`src/rtl/glm_pkg.sv`:
```
`timescale 1ns / 1ps
// ----------------------------------------------------------------------------
// glm_pkg: shared types and constants of the gauge limit monitor
// Field widths, request/result packing, the edit-mode state type and the
// saturating limit step used by the limit editor.
// ----------------------------------------------------------------------------
package glm_pkg;

   // field widths
   localparam int POS_W       = 24;
   localparam int GAIN_W      = 32;
   localparam int SCALED_W    = 40;
   localparam int MEAS_W      = 41;
   localparam int LIM_W       = 32;
   localparam int DELTA_W     = 5;
   localparam int QUOT_W      = 29;
   localparam int IN_TDATA_W  = 32;
   localparam int OUT_TDATA_W = 192;

   // gain reset value: 1.0 in Q16.16
   localparam logic [GAIN_W-1:0] GAIN_RESET = 32'h0001_0000;

   // divide by ten: q = (x * RECIP10) >> RECIP_SHIFT, exact for any 32-bit x
   localparam logic [LIM_W-1:0] RECIP10     = 32'hCCCC_CCCD;
   localparam int               RECIP_SHIFT = 35;

   // zone codes
   localparam logic [1:0] ZONE_GREEN  = 2'd0;
   localparam logic [1:0] ZONE_YELLOW = 2'd1;
   localparam logic [1:0] ZONE_RED    = 2'd2;

   // edit state codes as shown on the result
   localparam logic [1:0] EDIT_CODE_IDLE = 2'd0;
   localparam logic [1:0] EDIT_CODE_HIGH = 2'd1;
   localparam logic [1:0] EDIT_CODE_LOW  = 2'd2;

   // request tdata bit positions
   localparam int IN_MODE_BIT  = 24;
   localparam int IN_TARE_BIT  = 25;
   localparam int IN_CLICK_BIT = 26;
   localparam int IN_R_BIT     = 27;
   localparam int IN_L_BIT     = 28;
   localparam int IN_RH_BIT    = 29;
   localparam int IN_LH_BIT    = 30;

   // limit editor state
   typedef enum logic [2:0] {
      EDIT_IDLE = 3'b001,
      EDIT_HIGH = 3'b010,
      EDIT_LOW  = 3'b100
   } edit_type;

   // button and knob events of one request
   typedef struct packed {
      logic mode_click;
      logic tare_click;
      logic knob_click;
      logic knob_right;
      logic knob_left;
      logic knob_right_held;
      logic knob_left_held;
   } evt_type;

   // tracker result handed to the zone stages
   typedef struct packed {
      logic signed [MEAS_W-1:0] measured;
      logic signed [MEAS_W-1:0] peak_high;
      logic signed [MEAS_W-1:0] peak_low;
      logic        [1:0]        edit_state;
      logic                     dynamic_on;
      logic signed [LIM_W-1:0]  upper_limit;
      logic signed [LIM_W-1:0]  lower_limit;
   } trk_type;

   // add a knob step to a limit, saturating at the signed 32-bit range
   function automatic logic signed [LIM_W-1:0] lim_step(
      input logic signed [LIM_W-1:0]   lim,
      input logic signed [DELTA_W-1:0] delta
   );
      logic signed [LIM_W:0] sum;
      logic signed [LIM_W-1:0] res;
      sum = (LIM_W+1)'(lim) + (LIM_W+1)'(delta);
      if (sum[LIM_W] != sum[LIM_W-1]) begin
         res = sum[LIM_W] ? {1'b1, {(LIM_W-1){1'b0}}} : {1'b0, {(LIM_W-1){1'b1}}};
      end else begin
         res = sum[LIM_W-1:0];
      end
      return res;
   endfunction

   // result code of the edit state
   function automatic logic [1:0] edit_code(input edit_type st);
      logic [1:0] code;
      case (st)
         EDIT_HIGH: code = EDIT_CODE_HIGH;
         EDIT_LOW:  code = EDIT_CODE_LOW;
         default:   code = EDIT_CODE_IDLE;
      endcase
      return code;
   endfunction

endpackage

```
`src/rtl/glm_scale.sv`:
```
`timescale 1ns / 1ps
// ----------------------------------------------------------------------------
// glm_scale: reading scaler
// Multiplies the encoder reading by the Q16.16 gain and drops the fraction.
// One registered stage.
// ----------------------------------------------------------------------------
module glm_scale #(
   parameter int POS_BITS = 24
) (
   input  logic                           clock,
   input  logic                           reset,
   input  logic                           adv,
   input  logic                           in_valid,
   input  logic [POS_BITS-1:0]            pos,
   input  glm_pkg::evt_type               in_evt,
   input  logic [glm_pkg::GAIN_W-1:0]     gain,
   output logic                           out_valid,
   output logic [glm_pkg::SCALED_W-1:0]   scaled,
   output glm_pkg::evt_type               out_evt
);
   import glm_pkg::*;

   localparam int ProdW = POS_BITS + GAIN_W;

   logic [ProdW-1:0]    prod;
   logic [SCALED_W-1:0] scaled_in;
   logic [SCALED_W-1:0] scaled_ff;
   evt_type             evt_ff;
   logic                valid_ff;

   // product never exceeds 40 bits after the shift for readings up to 24 bits
   assign prod      = ProdW'(pos) * ProdW'(gain);
   assign scaled_in = SCALED_W'(prod[ProdW-1:16]);

   // stage valid
   always_ff @(posedge clock) begin
      if (reset) begin
         valid_ff <= 1'b0;
      end else if (adv) begin
         valid_ff <= in_valid;
      end
   end

   // stage payload
   always_ff @(posedge clock) begin
      if (adv) begin
         scaled_ff <= scaled_in;
         evt_ff    <= in_evt;
      end
   end

   assign out_valid = valid_ff;
   assign scaled    = scaled_ff;
   assign out_evt   = evt_ff;

endmodule

```
`config.mk`:
```
export PLATFORM = sky130hd
export DESIGN_NAME = glm_scale
export DESIGN_NICKNAME = d
export VERILOG_FILES = /design/src/rtl/glm_pkg.sv /design/src/rtl/glm_scale.sv
export SDC_FILE = /design/constraint.sdc
export NUM_CORES = 2
export LEC_CHECK = 0
export BUFFER_PORTS_ARGS = -buffer_cell sky130_fd_sc_hd__buf_2
export CAP_MARGIN = 20
export CORE_ASPECT_RATIO = 0.6
export CORE_MARGIN = 1
export CORE_UTILIZATION = 35
export DETAILED_ROUTE_END_ITERATION = 6
export RECOVER_POWER = 50
export SLEW_MARGIN = 30
export SYNTH_ARGS = -nofsm -noshare
export SYNTH_HDL_FRONTEND = slang
export SYNTH_SLANG_ARGS = --single-unit
```
`constraint.sdc`:
```
create_clock -name clock -period 7.45 [get_ports clock]
set_input_delay 0.745 -clock clock [delete_from_list [all_inputs] [get_ports clock]]
set_output_delay 0.745 -clock clock [all_outputs]
set_load 0.01 [all_outputs]
```
==> flow_metrics.py <==
metrics = {
    "outcome": {
        "status": "complete, but fails checks",
        "violations": "capacitance limit, slew limit",
    },
    "worst_hold_path": {
        "hold_path_class": "reg -> reg",
        "whs_path_depth": 2,
        "min_from": "out_valid",
        "holdPathEnd": "out_valid",
    },
    "floorplan": {
        "die_x_um": 350,
        "rows": 76,
        "core_area_um2": 71900,
        "io_pins": 115,
        "start_util_pct": 35.5,
        "die-area_um2": 74000,
        "die-height_um": 211,
    },
    "critical_path": {
        "critPathBufInv": 10,
        "path_class": "in -> reg",
        "required_ns": 7.54,
        "crit_slowest_cell": "fa_1",
        "cpPeakStageDelay_ns": 0.58,
        "critPathMaxFanout": 8,
        "r2r_slack_ns": 6.82,
        "endpoint_kind": "flop",
        "r2r_start": "out_valid",
        "r2r_end": "out_valid",
        "cp-start-kind": "primary input",
        "r2r_cells": 2,
        "arrival_ns": 7.31,
        "crit_path_frequent_cell": "fa_1",
        "path_depth": 27,
        "path_delay_family": "adder cells",
        "startpoint": "pos[12]",
    },
    "place": {
        "io_buffers": 114,
        "gp_congestion": 0.932,
        "hpwl_mm": 67.3,
    },
    "timing": {
        "setup_tns_ns": 0,
        "rsz0062_at_grt": "true",
        "fmax_ghz": 0.138,
        "finalCriticalPeriod_ns": 7.23,
        "tightest_slew_ns": 2.97,
        "maxSlewHeadroom_pct": -98.1,
        "fin_crit_sh_pct": 97.0,
        "hold_ws_ns": 0.510,
        "clock_skew_ns": 0,
        "finalMaxSlewViolations": 49,
        "setup_viol": 0,
        "hold_viol": 0,
    },
    "synthesis": {
        "synth.area.mux_share_pct": 0.0393,
        "ys_warn_count": 0,
        "synth-xor-area-share_pct": 1.48,
        "yosys-top-cells-area": "fa_1 52%, inv_1 11%, and2_1 9.3%",
        "yosys.area_share.adder_pct": 60.3,
        "syn-mean-instance-area_um2": 9.24,
        "yosysSeqAreaShare_pct": 5.61,
        "synth_top_family_by_area": "adder cells",
        "synth_edf_count": 47,
        "synth.top_cell.area_share_pct": 51.6,
        "synth_compound_area_share_pct": 3.26,
        "ys_seq_elements": 48,
        "synthesis.nets": 3661,
        "syn_area_um2": 25500,
        "synth_top_cell_by_area": "fa_1",
        "ys.flop_type": "edfxtp_1",
        "ys_types": 48,
        "yosys.area_share.simple_pct": 16.6,
        "syn-instance-count": 2759,
        "async_flop_share_pct": 0,
    },
    "flow_run": {
        "cap_violations": 1,
    },
    "global_routing": {
        "gr-total-overflow": 0,
        "grt_pass1_vias": 19800,
        "grt_pass1_wl_mm": 122,
        "antenna_found_initial": 3,
        "met1_usage_pct": 34.5,
        "grt.met2_usage_pct": 29.0,
        "grtUsageTotal_pct": 22.2,
        "grt_max_degree": 49,
        "met3_usage_pct": 9.03,
        "grt_busiest_layer": "met1",
    },
    "cts": {
        "cts_tree": "built",
        "clock_latency_ns": 0.32,
        "clk_pin_slew_ns": 0.07,
        "cts_root_buffer": "clkbuf_16",
        "ctsHtreeMaxLevel": 2,
        "clk_path_buf_depth": 2,
        "cts.sinks": 48,
        "cts_buffers": 5,
        "holdBufCountCts": 0,
    },
    "detailed_routing": {
        "wl_mm": 78.7,
        "antenna_left": 0,
        "drt-initial-drc-count": 1579,
        "first_pass_iters": 5,
        "vias": 18900,
        "routedWlPerCell_um": 19.5,
        "drcViolationCount": 0,
        "routed_via_density": 4.67,
    },
    "finish": {
        "finish.utilization_pct": 42.0,
        "drive_above_1_share_pct": 15.6,
        "nNetsFinal": 3960,
        "n_antenna_cell": 0,
        "fillers": 7080,
        "area_growth_pct": 18.4,
    },
}
synthesized netlist by cell type (4+ instances only):
cell type,instances
o21ai_0,12
and3_1,4
fa_1,657
xor2_1,14
clkbuf_1,142
ha_1,178
o21bai_1,4
and2_1,381
o21ai_1,5
inv_1,717
xnor2_1,29
nor4_1,4
nand2_1,417
nor2_1,15
nand3_1,7
a211oi_1,4
edfxtp_1,47
a21o_1,22
a21oi_1,47
nand4_1,11
o211ai_1,5
flip-flops by register name, summed over array words and instances (netlist names):
name,cells
out_valid,1
scaled,40
out_evt,7
tightest hold or removal path: stages (launching register included):
cell     delay (ns)
dfxtp_1        0.34
mux2i_1        0.07
nor2_1         0.07
cells by family after synthesis:
| kind of cell | Yosys count |
|---|---|
| buffers and inverters | 859 |
| and+or+nand+nor | 850 |
| adders and majority gates | 835 |
| AOI/OAI and AO/OA | 123 |
| DFF | 48 |
| xor gates and xnor gates | 43 |
| muxes | 1 |
metrics by stage:
step                cells  setup slack (ns)  cell area, um^2
finish               4034             0.224            30200
global route         4034           -0.0330            30200
CTS                  4022           0.00146            29700
detailed placement   4014            -0.749            29500
global placement     4014            -0.705            29500
floorplan            2759             0.456            25500
cell type report:
class / instances / area (um^2) / share of cell area, %
Timing Repair Buffer: 434 / 3580 / 11.9
Multi-Input combinational cell: 1852 / 21100 / 70.0
Sequential cell: 48 / 1430 / 4.74
Clock buffer: 5 / 125 / 0.415
Tap cell: 975 / 1220 / 4.04
Inverter: 717 / 2690 / 8.92
Clock inverter: 3 / 18.8 / 0.0622
cell usage in the layout (no fill, tap or decap), types with 12 or more instances in the layout:
cell type / instances
inv_1: 716
buf_12: 36
nor2_1: 13
clkbuf_1: 18
and2_1: 380
o21ai_0: 12
edfxtp_1: 47
fa_2: 19
buf_2: 66
nand2_1: 416
xnor2_1: 29
a21oi_1: 43
ha_1: 170
fa_1: 638
xor2_1: 14
buf_6: 18
buf_4: 288
a21o_1: 22
worst max path at each step:
| stage | endpoint |
|---|---|
| 5_1_grt | scaled[20] |
| 6_report | scaled[18] |
| 3_5_place_dp | scaled[39] |
| 4_1_cts | scaled[39] |
| 2_1_floorplan | scaled[29] |
| 3_3_place_gp | scaled[39] |
metal layers:
layer / vias up / wire length, um
met5: - / 27
met1: 9501 / 38000
met2: 805 / 29700
met4: 4 / 820
li1: 8491 / -
met3: 56 / 10200
timing repair:
item,CTS,global route
setup buffers,0,12
resized for setup,17,100
endpoints found under the setup margin,20,22
cloned,0,2
pin swaps,0,38
Power is not shown: default switching activity piles up to over one toggle a cycle in this logic, so the estimate is an artifact.
