File: config.mk
export PLATFORM = sky130hd
export DESIGN_NAME = glm_track
export DESIGN_NICKNAME = d
export VERILOG_FILES = /design/src/rtl/glm_pkg.sv /design/src/rtl/glm_track.sv
export SDC_FILE = /design/constraint.sdc
export NUM_CORES = 1
export LEC_CHECK = 0
export BUFFER_PORTS_ARGS = -buffer_cell sky130_fd_sc_hd__clkbuf_2
export CAP_MARGIN = 20
export CORE_ASPECT_RATIO = 1.2
export CORE_MARGIN = 4
export CORE_UTILIZATION = 45
export CTS_BUF_LIST = sky130_fd_sc_hd__clkbuf_8 sky130_fd_sc_hd__clkbuf_16
export DETAILED_ROUTE_END_ITERATION = 6
export PLACE_DENSITY_LB_ADDON = 0.25
export SYNTH_ARGS = -nofsm -noshare
export SYNTH_HDL_FRONTEND = slang
export SYNTH_SLANG_ARGS = --single-unit
export TNS_END_PERCENT = 20
File: constraint.sdc
create_clock -name clock -period 8.61 [get_ports clock]
set_clock_uncertainty 0.15 [all_clocks]
set_input_delay 0.861 -clock clock [delete_from_list [all_inputs] [get_ports clock]]
set_output_delay 0.861 -clock clock [all_outputs]
set_load 0.05 [all_outputs]
File: src/rtl/glm_pkg.sv
`timescale 1ns / 1ps
// ----------------------------------------------------------------------------
// glm_pkg: shared types and constants of the gauge limit monitor
// Field widths, request/result packing, the edit-mode state type and the
// saturating limit step used by the limit editor.
// ----------------------------------------------------------------------------
package glm_pkg;

   // field widths
   localparam int POS_W       = 24;
   localparam int GAIN_W      = 32;
   localparam int SCALED_W    = 40;
   localparam int MEAS_W      = 41;
   localparam int LIM_W       = 32;
   localparam int DELTA_W     = 5;
   localparam int QUOT_W      = 29;
   localparam int IN_TDATA_W  = 32;
   localparam int OUT_TDATA_W = 192;

   // gain reset value: 1.0 in Q16.16
   localparam logic [GAIN_W-1:0] GAIN_RESET = 32'h0001_0000;

   // divide by ten: q = (x * RECIP10) >> RECIP_SHIFT, exact for any 32-bit x
   localparam logic [LIM_W-1:0] RECIP10     = 32'hCCCC_CCCD;
   localparam int               RECIP_SHIFT = 35;

   // zone codes
   localparam logic [1:0] ZONE_GREEN  = 2'd0;
   localparam logic [1:0] ZONE_YELLOW = 2'd1;
   localparam logic [1:0] ZONE_RED    = 2'd2;

   // edit state codes as shown on the result
   localparam logic [1:0] EDIT_CODE_IDLE = 2'd0;
   localparam logic [1:0] EDIT_CODE_HIGH = 2'd1;
   localparam logic [1:0] EDIT_CODE_LOW  = 2'd2;

   // request tdata bit positions
   localparam int IN_MODE_BIT  = 24;
   localparam int IN_TARE_BIT  = 25;
   localparam int IN_CLICK_BIT = 26;
   localparam int IN_R_BIT     = 27;
   localparam int IN_L_BIT     = 28;
   localparam int IN_RH_BIT    = 29;
   localparam int IN_LH_BIT    = 30;

   // limit editor state
   typedef enum logic [2:0] {
      EDIT_IDLE = 3'b001,
      EDIT_HIGH = 3'b010,
      EDIT_LOW  = 3'b100
   } edit_type;

   // button and knob events of one request
   typedef struct packed {
      logic mode_click;
      logic tare_click;
      logic knob_click;
      logic knob_right;
      logic knob_left;
      logic knob_right_held;
      logic knob_left_held;
   } evt_type;

   // tracker result handed to the zone stages
   typedef struct packed {
      logic signed [MEAS_W-1:0] measured;
      logic signed [MEAS_W-1:0] peak_high;
      logic signed [MEAS_W-1:0] peak_low;
      logic        [1:0]        edit_state;
      logic                     dynamic_on;
      logic signed [LIM_W-1:0]  upper_limit;
      logic signed [LIM_W-1:0]  lower_limit;
   } trk_type;

   // add a knob step to a limit, saturating at the signed 32-bit range
   function automatic logic signed [LIM_W-1:0] lim_step(
      input logic signed [LIM_W-1:0]   lim,
      input logic signed [DELTA_W-1:0] delta
   );
      logic signed [LIM_W:0] sum;
      logic signed [LIM_W-1:0] res;
      sum = (LIM_W+1)'(lim) + (LIM_W+1)'(delta);
      if (sum[LIM_W] != sum[LIM_W-1]) begin
         res = sum[LIM_W] ? {1'b1, {(LIM_W-1){1'b0}}} : {1'b0, {(LIM_W-1){1'b1}}};
      end else begin
         res = sum[LIM_W-1:0];
      end
      return res;
   endfunction

   // result code of the edit state
   function automatic logic [1:0] edit_code(input edit_type st);
      logic [1:0] code;
      case (st)
         EDIT_HIGH: code = EDIT_CODE_HIGH;
         EDIT_LOW:  code = EDIT_CODE_LOW;
         default:   code = EDIT_CODE_IDLE;
      endcase
      return code;
   endfunction

endpackage

File: src/rtl/glm_track.sv
`timescale 1ns / 1ps
// ----------------------------------------------------------------------------
// glm_track: tare, extremes and limit editor
// Holds the monitor state. Each request forms the measured value, updates
// the extremes, applies a tare, the mode toggle and the knob editor.
// ----------------------------------------------------------------------------
module glm_track (
   input  logic                         clock,
   input  logic                         reset,
   input  logic                         adv,
   input  logic                         in_valid,
   input  logic [glm_pkg::SCALED_W-1:0] scaled,
   input  glm_pkg::evt_type             evt,
   output logic                         out_valid,
   output glm_pkg::trk_type             trk
);
   import glm_pkg::*;

   logic [SCALED_W-1:0]       tare_ff, tare_in;
   logic signed [MEAS_W-1:0]  max_ff, max_in;
   logic signed [MEAS_W-1:0]  min_ff, min_in;
   logic signed [LIM_W-1:0]   high_ff, high_in;
   logic signed [LIM_W-1:0]   low_ff, low_in;
   edit_type                  edit_ff, edit_in;
   logic                      dyn_ff, dyn_in;
   logic signed [MEAS_W-1:0]  meas;
   logic signed [DELTA_W-1:0] delta;
   logic                      step_en;
   trk_type                   trk_ff, trk_in;
   logic                      valid_ff;

   assign step_en = adv & in_valid;

   // measured value against the offset in force before this request
   assign meas = $signed({1'b0, scaled}) - $signed({1'b0, tare_ff});

   // net knob movement of this request
   always_comb begin
      delta = '0;
      if (evt.knob_right)      delta = delta + DELTA_W'(1);
      if (evt.knob_left)       delta = delta - DELTA_W'(1);
      if (evt.knob_right_held) delta = delta + DELTA_W'(10);
      if (evt.knob_left_held)  delta = delta - DELTA_W'(10);
   end

   // next state
   always_comb begin
      max_in  = (meas > max_ff) ? meas : max_ff;
      min_in  = (meas < min_ff) ? meas : min_ff;
      tare_in = tare_ff;
      dyn_in  = dyn_ff ^ evt.mode_click;
      if (evt.tare_click) begin
         tare_in = scaled;
         max_in  = '0;
         min_in  = '0;
      end
      high_in = high_ff;
      low_in  = low_ff;
      edit_in = edit_ff;
      // turns go to the limit edited before this click, or high from idle
      case (edit_ff)
         EDIT_IDLE: begin
            if (evt.knob_click) begin
               edit_in = EDIT_HIGH;
               high_in = lim_step(high_ff, delta);
            end
         end
         EDIT_HIGH: begin
            high_in = lim_step(high_ff, delta);
            if (evt.knob_click) edit_in = EDIT_LOW;
         end
         EDIT_LOW: begin
            low_in = lim_step(low_ff, delta);
            if (evt.knob_click) edit_in = EDIT_IDLE;
         end
         default: edit_in = EDIT_IDLE;
      endcase
   end

   // result of this request
   always_comb begin
      trk_in.measured    = meas;
      trk_in.peak_high   = max_in;
      trk_in.peak_low    = min_in;
      trk_in.edit_state  = edit_code(edit_in);
      trk_in.dynamic_on  = dyn_in;
      trk_in.upper_limit = high_in;
      trk_in.lower_limit = low_in;
   end

   // monitor state
   always_ff @(posedge clock) begin
      if (reset) begin
         tare_ff <= '0;
         max_ff  <= '0;
         min_ff  <= '0;
         high_ff <= '0;
         low_ff  <= '0;
         edit_ff <= EDIT_IDLE;
         dyn_ff  <= 1'b0;
      end else if (step_en) begin
         tare_ff <= tare_in;
         max_ff  <= max_in;
         min_ff  <= min_in;
         high_ff <= high_in;
         low_ff  <= low_in;
         edit_ff <= edit_in;
         dyn_ff  <= dyn_in;
      end
   end

   // stage valid
   always_ff @(posedge clock) begin
      if (reset) begin
         valid_ff <= 1'b0;
      end else if (adv) begin
         valid_ff <= in_valid;
      end
   end

   // stage payload
   always_ff @(posedge clock) begin
      if (adv) begin
         trk_ff <= trk_in;
      end
   end

   assign out_valid = valid_ff;
   assign trk       = trk_ff;

endmodule

==> impl_metrics.py <==
metrics = {
    "run_status": {
        "status": "complete, no violations",
    },
    "timing": {
        "fmax_mhz": 144,
        "worst_slew_pin_slew_ns": 1.11,
        "fin_crit_ns": 6.94,
        "final.period_utilization_pct": 80.6,
        "grt_setup_unrepaired": "false",
        "slew_headroom_pct": 25.7,
        "drv_slew": 0,
        "hold_violations": 0,
        "fin_tns_setup_ns": 0,
        "setup-violations-final": 0,
    },
    "drt": {
        "via_count": 18300,
        "wl_per_cell_um": 19.0,
        "antenna_left": 0,
        "drt_iter0_drc": 914,
        "wl_mm": 61.9,
        "first_pass_iters": 5,
        "route.detailed.drc": 0,
        "viasPerCell": 5.62,
    },
    "global_route": {
        "grt.overflow.total": 0,
        "grt_pass1_vias": 18100,
        "antenna_found_initial": 0,
        "grt_max_degree": 89,
        "grt.total_usage_pct": 22.6,
        "grt_pass1_wl_mm": 97.7,
    },
    "cts": {
        "post-cts-setup-buffers": 0,
        "holdBufCountCts": 0,
        "path_clk_slew_ns": 0.06,
        "cts_root_buffer": "clkbuf_16",
        "clock_sinks": 381,
        "htree_levels": 2,
        "cts_made_buffers": 42,
        "cts_tree": "built",
        "clock_latency_ns": 0.58,
        "ctsResizeCount": 0,
        "clockBufferDepth": 3,
    },
    "power_and_ir_drop": {
        "finalPower_uw": 5560,
        "vdd_drop_max_v": 0.000212,
        "power_density_mw_per_mm2": 216,
        "p_leak_uw": 0.0107,
    },
    "finish": {
        "final_area_mm2": 0.0257,
        "drive_above_1_share_pct": 15.6,
        "finalNetCount": 2835,
        "final_cell_mix": "nand2_1, nor2_1, clkbuf_2",
        "layout_commonest_cell": "nand2_1",
        "n_antenna_cell": 0,
        "syn_to_final_growth_pct": 15.4,
    },
    "yosys": {
        "ys_seq_elements": 381,
        "netlist.area_leader.share_pct": 25.6,
        "ys_types": 97,
        "yosysSeqAreaShare_pct": 42.7,
        "synth-edff-count": 190,
        "syn_area_mm2": 0.0223,
        "synthArstFlopShare_pct": 0,
        "yosys_warnings": 0,
        "synth_area_leader_cell": "edfxtp_1",
        "synth.avg_cell_area_um2": 9.37,
        "ys.flop_type": "dfxtp_1",
        "syn_inst": 2380,
        "synth_area_leaders": "edfxtp_1, dfxtp_1, ha_1",
        "syn-num-nets": 2624,
    },
    "die": {
        "core_mm2": 0.0491,
        "start_util_pct": 45.4,
        "io_pins": 242,
        "fp.dieArea_mm2": 0.0532,
        "rows": 89,
        "die-height_um": 252,
        "fp.dieW_um": 211,
    },
    "critical_path": {
        "crit_type": "primary input to flop",
        "arrival_ns": 7.31,
        "critPathSlowestCell": "a31oi_4",
        "cp.buffers_inverters": 4,
        "required_ns": 8.98,
        "worst_path_dominant_cell_family": "compound AO/OA/AOI/OAI gates",
        "worst-path-max-fanout": 23,
        "worst_path_largest_cell_delay_ns": 0.82,
        "startpoint_type": "primary input",
        "cp-end-kind": "flop",
        "cp_cell_sequence": "clkbuf_2 > inv_1 > ha_1 > inv_1 > fa_1 > a211oi_1 > o21ai_1 > a22oi_2 > nor3_1 > o21ai_1 > a21oi_1 > o32ai_2 > o21a_1 > xnor2_1 > ha_1 > nand4_1 > nor4b_2 > o2111a_1 > a31oi_1 > a31oi_4 > a21o_1 > nor2b_2 > buf_4 > a22o_1",
    },
    "place": {
        "hpwl_mm": 44.4,
        "postPlaceCellArea_mm2": 0.0241,
        "gp_congestion": 0.886,
        "port_buffers": 241,
    },
    "job": {
        "drv_cap": 0,
    },
    "hold_path": {
        "min_path_type": "flop to flop",
    },
}
## logic make-up after synthesis
logic type	count (synthesis)	share of synthesized area [%]
DFF	381	42.7
xor gates and xnor gates	88	3.49
AOI/OAI and AO/OA	676	20.3
buffers and inverters	262	4.76
and+or+nand+nor	689	13.6
adders and majority gates	209	11.7
muxes	75	3.43
## power breakdown
part / internal (µW) / switching, µW
Clock: 1220 / 774
Sequential: 2050 / 57.4
Combinational: 453 / 1010
Total: 3720 / 1840
## synthesized netlist by cell type (5+ instances only)
| library cell | number |
|---|---|
| o211ai_1 | 11 |
| xnor2_1 | 53 |
| and2_1 | 5 |
| nor3b_1 | 5 |
| a21o_1 | 83 |
| nand3_1 | 31 |
| buf_2 | 23 |
| nand3b_1 | 5 |
| nand2b_1 | 11 |
| a22o_1 | 36 |
| o21ai_1 | 54 |
| ha_1 | 190 |
| dfxtp_1 | 191 |
| nor3_1 | 24 |
| nor2_1 | 254 |
| clkbuf_1 | 73 |
| buf_4 | 5 |
| nand2_1 | 256 |
| nor2b_1 | 17 |
| and3_1 | 14 |
| o21bai_1 | 16 |
| o21ai_2 | 15 |
| mux2i_1 | 73 |
| edfxtp_1 | 190 |
| o21ai_0 | 79 |
| a21oi_1 | 191 |
| o21a_1 | 21 |
| a31oi_1 | 18 |
| a211oi_1 | 36 |
| xor2_1 | 34 |
| maj3_1 | 7 |
| inv_1 | 152 |
| nand4_1 | 29 |
| maj3_2 | 9 |
| a22oi_1 | 48 |
| o31ai_1 | 5 |
## state kept, by name (all words and copies together), names as in the netlist
signal and count:
tare_ff 40, max_ff 41, dyn_ff 1, min_ff 41, edit_ff 3, out_valid 1, high_ff 32, low_ff 32
trk 190
## metrics by stage
step                setup WS (ns)  utilization, %  cells  hold slack (ns)
finish                       1.67            52.4   3262            0.302
global route                 1.29            52.4   3262            0.322
CTS                          1.72            52.3   3260            0.305
detailed placement           1.13            49.2   3182            0.297
global placement             1.35            49.2   3182            0.292
floorplan                    1.80               -   2380            0.286
## worst register-to-register path, stage by stage (launching register included)
cell      delay (ns)
dfxtp_1         0.33
ha_1            0.16
inv_1           0.05
fa_1            0.42
a211oi_1        0.36
o21ai_1         0.18
a22oi_2         0.40
nor3_1          0.15
o21ai_1         0.22
a21oi_1         0.13
o32ai_2         0.37
o21a_1          0.32
xnor2_1         0.19
ha_1            0.36
nand4_1         0.12
nor4b_2         0.39
o2111a_1        0.25
a31oi_1         0.07
a31oi_4         0.82
a21o_1          0.42
nor2b_2         0.47
buf_4           0.31
a22o_1          0.17
## metal layers
layer | part of all wire (%) | global-route usage [%]
met2 | 51 | 40.9
met1 | 41 | 27.1
met5 | 0 | 0
met4 | 3.3 | 7.47
met3 | 5.3 | 3.92
## area by class of cell
type | count | area, µm²
tap | 637 | 797
clock buffer | 47 | 1130
timing repair buffer | 277 | 1530
fill | 4518 | 23400
multi-input combinational | 1737 | 11800
clock inverter | 31 | 399
inverter | 152 | 571
sequential | 381 | 9530
## path summary, 6_finish.rpt
kind | from | cells after the start | slack (ns) | to
max reg2reg | tare_ff[0] | 22 | 1.76 | min_ff[19]
min reg2reg | tare_ff[36] | 2 | 0.30 | tare_ff[36]
min | tare_ff[36] | 2 | 0.30 | tare_ff[36]
max | scaled[0] | 24 | 1.67 | min_ff[19]
Power figures use the tool's default switching activity.
